## src/box_blur_7x7_clamped_top_assert.svh

```systemverilog
// Assertion macros shared by the box blur RTL.
// No dependencies; included by the modules that carry checks.
`ifndef BOX_BLUR_7X7_CLAMPED_TOP_ASSERT_SVH
`define BOX_BLUR_7X7_CLAMPED_TOP_ASSERT_SVH
`ifndef SYNTHESIS
`define BB7C_ASSERT_IMPLY(lbl, clk, rst, ante, cons) \
  lbl: assert property (@(posedge clk) disable iff (rst) (ante) |-> (cons)) \
    else $error("bb7c: same-cycle check failed");
`define BB7C_ASSERT_NEXT(lbl, clk, rst, ante, cons) \
  lbl: assert property (@(posedge clk) disable iff (rst) (ante) |=> (cons)) \
    else $error("bb7c: next-cycle check failed");
`else
`define BB7C_ASSERT_IMPLY(lbl, clk, rst, ante, cons)
`define BB7C_ASSERT_NEXT(lbl, clk, rst, ante, cons)
`endif
`endif

```

## src/bb7c_div.sv

```systemverilog
// Bit-serial restoring divider, one lane per channel sharing the divisor.
// No dependencies; one quotient bit per lane per cycle.
module bb7c_div #(
  parameter int LANES = 4,
  parameter int SUMW  = 14,
  parameter int AREAW = 6
) (
  input  logic             clk,
  input  logic             rst,
  input  logic             start,
  input  logic [SUMW-1:0]  sums [LANES],
  input  logic [AREAW-1:0] divisor,
  output logic             done,
  output logic [7:0]       quot [LANES]
);

  localparam int CW = $clog2(SUMW + 1);

  logic             busy;
  logic [CW-1:0]    cnt;
  logic [SUMW-1:0]  num [LANES];
  logic [AREAW-1:0] rem [LANES];
  logic [SUMW-1:0]  num_next [LANES];
  logic [AREAW-1:0] rem_next [LANES];

  always_comb begin
    logic [AREAW:0] shifted;
    logic           qbit;
    for (int c = 0; c < LANES; c++) begin
      shifted = {rem[c], num[c][SUMW-1]};
      qbit    = (shifted >= {1'b0, divisor});
      if (qbit) begin
        rem_next[c] = AREAW'(shifted - {1'b0, divisor});
      end else begin
        rem_next[c] = shifted[AREAW-1:0];
      end
      num_next[c] = {num[c][SUMW-2:0], qbit};
      quot[c]     = num[c][7:0];
    end
  end

  always_ff @(posedge clk) begin
    if (rst) begin
      busy <= 1'b0;
      done <= 1'b0;
      cnt  <= '0;
    end else begin
      done <= 1'b0;
      if (start) begin
        busy <= 1'b1;
        cnt  <= CW'(SUMW);
      end else if (busy) begin
        cnt <= cnt - 1'b1;
        if (cnt == CW'(1)) begin
          busy <= 1'b0;
          done <= 1'b1;
        end
      end
    end
  end

  // The quotient shifts into the dividend register as the dividend leaves it.
  always_ff @(posedge clk) begin
    for (int c = 0; c < LANES; c++) begin
      if (start) begin
        num[c] <= sums[c];
        rem[c] <= '0;
      end else if (busy) begin
        num[c] <= num_next[c];
        rem[c] <= rem_next[c];
      end
    end
  end

endmodule

```

## config.mk

```make
export PLATFORM = sky130hd
export DESIGN_NAME = bb7c_div
export DESIGN_NICKNAME = d
export VERILOG_FILES = /design/src/box_blur_7x7_clamped_top_assert.svh /design/src/bb7c_div.sv
export SDC_FILE = /design/constraint.sdc
export NUM_CORES = 1
export LEC_CHECK = 0
export BUFFER_PORTS_ARGS = -buffer_cell sky130_fd_sc_hd__buf_2
export CORE_MARGIN = 2
export CORE_UTILIZATION = 45
export CTS_BUF_LIST = sky130_fd_sc_hd__clkbuf_16
export DETAILED_ROUTE_END_ITERATION = 16
export HOLD_SLACK_MARGIN = 0.1
export PLACE_DENSITY_LB_ADDON = 0.15
export SLEW_MARGIN = 25
export SYNTH_ARGS = -nofsm -noshare
export SYNTH_HDL_FRONTEND = slang
export SYNTH_SLANG_ARGS = --single-unit
```

## constraint.sdc

```tcl
create_clock -name clk -period 4 [get_ports clk]
set_input_delay 0.4 -clock clk [delete_from_list [all_inputs] [get_ports clk]]
set_output_delay 0.4 -clock clk [all_outputs]
set_load 0.05 [all_outputs]
```

==> results.md <==
* Status: finished, final reports clean
* Main combinational cell family by area after synthesis: simple AND/OR/NAND/NOR gates
* Post-Synth Simple-Gate Area at 18.1%
* Max Fanout on Critical Path at 3
* CTS tree: done
* Seq/Total Area, Yosys at 50.5%
* Routability congestion estimate at 0.802
* Minimum clock period at 2080 ps
* Mapped Area at 4990 um^2
* Avg Synthesized Cell Area at 10.0 um^2
* Clk Latency, worst-skew pair at 340 ps
* Hold buffer count at CTS at 0
* First DRT Iteration DRCs at 129
* Clock tree sinks at 86
* Post-synthesis mux area share at 1.60%
* DR DRC count at 0
* Cells after synthesis at 497
* Syn. warnings at 0
* Initial Utilization at 46.1%
* Ratio of cells with drive above 1 in the final layout at 24.6%
* Final period util at 52.0%
* Num CTS Buffers at 9
* Die Area at 12000 um^2
* GRT overflow at 0
* Antenna diodes at 0
* Setup TNS Final at 0 ps
* Leading area contributor after synthesis: edfxtp_1
* Antenna Nets Post-Route at 0
* Pwr Total at 2.62 mW
* Post-route insts no fill at 706
* Synth top area share at 48.1%
* XOR/XNOR share of the synthesized area at 1.93%
* Global Route Usage Sum at 17.5%
* # Max-Cap Violations at 0
* Avg Vias per Cell at 5.03
* Die X at 109 um
* Clock Skews at 11.6 ps
* Initial DRT Pass Iterations at 4
* Vias after detailed routing at 3551
* Area grow syn2layout at 14.7%
* Max Clk Rate at 481 MHz
* Min-Delay Path Class: input pin to flip-flop
* Data required, critical path at 4070 ps
* Worst Path Arrival at 2150 ps
* DP Wirelength at 7080 um
* Setup Fix Bufs, Post-CTS at 0
* CTS H-tree depth at 3
* Largest net degree at the start of global routing at 47
* Top Ports at 98
* CTS-repair resized insts at 0
* Max-slew headroom at 36.5%
* Leak Pwr at 2.64 nW
* Worst ir drop on vdd at 0.000216 V
* Post-Synth Adder-Cell Area at 8.12%
* Top cells by area in the synthesized netlist: edfxtp_1 (48%), nand2_1 (13%), ha_1 (6.5%)
* Synth cell types at 36
* DRT Wirelength at 10100 um
* Hold Slack at 301 ps
* Final slew viol count at 0
* Rows at 38
* Clk slew on worst S/H paths at 60 ps
* Vias in the first global route at 3399
* PortBufs at 97
* CP endpoint kind: flip-flop
* Crit path kind: flip-flop to flip-flop
* Cells after DPL at 690
* #FFs+latches synth at 86
* Root buf cell: clkbuf_16
* Final setup violation count at 0
* PwrDens at 457 nW/um^2
* Crit path launch type: flip-flop
* Wire per inst at 14.3 um
* Maximum buffer depth of the clock tree at 2
* Core ar. at 10800 um^2
* Die extent in y at 109 um
* Initial antenna violation count at 0
* Syn nets at 592
* First-pass GRT wire length at 16000 um
* Final hold violation count at 0
* Synth Area in Compound Gates at 12.3%
* Slew @ Worst Pin at 952 ps
* Unrepaired setup endpoints after global routing: no
* Final #Nets at 657
[stage by stage]
stage	area, um^2	setup slack, ps	utilization [%]
after floorplan	4990	2000	-
after global placement	5380	1750	49.7
after detailed placement	5380	1720	49.7
after CTS	5700	1800	52.6
after global routing	5730	1800	52.8
final	5730	1920	52.8
[final timing paths]
check	startpoint	endpoint	slack [ps]	cells past startpoint
setup reg to reg	num[3][13]	rem[3][4]	1920	8
setup / recovery	num[3][13]	rem[3][4]	1920	8
hold reg to reg	num[2][9]	num[2][10]	510	2
hold / removal	rst	busy	300	2
[state kept, by name, indices dropped and copies added (netlist names)]
name,count
cnt,4
rem,24
done,1
num,56
busy,1
[where the power goes]
part           internal (mW)  switching [mW]  leakage [nW]
logic                  0.208           0.373          1.61
registers               1.09          0.0460         0.877
clock network          0.548           0.355         0.149
[kinds of logic after synthesis]
logic type / count (synthesis)
compound gates: 74
xor+xnor: 11
fa+ha+maj: 30
buf+inv: 63
flops: 86
mux: 8
simple gates: 225
[layout by cell type (no fill, tap or decap), types with 5 or more instances in the layout]
cell / instances
a211oi_1: 8
a21o_1: 9
a21oi_1: 10
buf_2: 97
clkbuf_16: 9
dfxtp_1: 6
edfxtp_1: 80
ha_1: 26
inv_1: 15
mux2i_1: 8
nand2_1: 170
nor2_1: 29
nor3_1: 6
o21a_1: 12
xnor2_1: 6
xor2_1: 5
[per-layer routing]
layer / share of wire, % / track usage (%) / vias to the layer above
met1: 47 / 23.0 / 1652
met4: 2.1 / 8.68 / 0
met3: 4.2 / 3.68 / 15
met5: 0 / 0 / -
li1: - / - / 1807
met2: 47 / 27.5 / 77
[worst max-delay path, cell delays in order (launching register included)]
cell      delay (ps)
edfxtp_1         400
inv_1             70
ha_1             190
inv_1             60
fa_1             410
a21o_1           170
a21oi_1          190
xor2_1           200
o22ai_1          120
[cell type report]
type | count | area (um^2)
fillers | 1019 | 5110
flip-flops and latches | 86 | 2520
multi-input cells | 348 | 2110
repair buffers | 102 | 543
clock buffers | 9 | 225
well taps | 140 | 175
clock inverters | 6 | 92.6
inverters | 15 | 56.3
[Yosys cell counts, drive strengths merged]
| master | count |
|---|---|
| nand2 | 174 |
| edfxtp | 80 |
| buf | 46 |
| nor2 | 29 |
| ha | 26 |
| inv | 15 |
| a211oi | 12 |
| a21o | 12 |
| o21a | 12 |
| a21oi | 10 |
| mux2i | 8 |
| o21ai | 8 |
| dfxtp | 6 |
| nor3 | 6 |
| xnor2 | 6 |
| nand2b | 5 |
| nor2b | 5 |
| xor2 | 5 |
| a31oi | 4 |
| fa | 4 |
| nand3 | 4 |
| o2111ai | 4 |
| o22ai | 4 |
| o31a | 4 |
| o31ai | 4 |
| clkbuf | 2 |
| nor4b | 1 |
| or2 | 1 |
(Power assumes the default switching activity.)
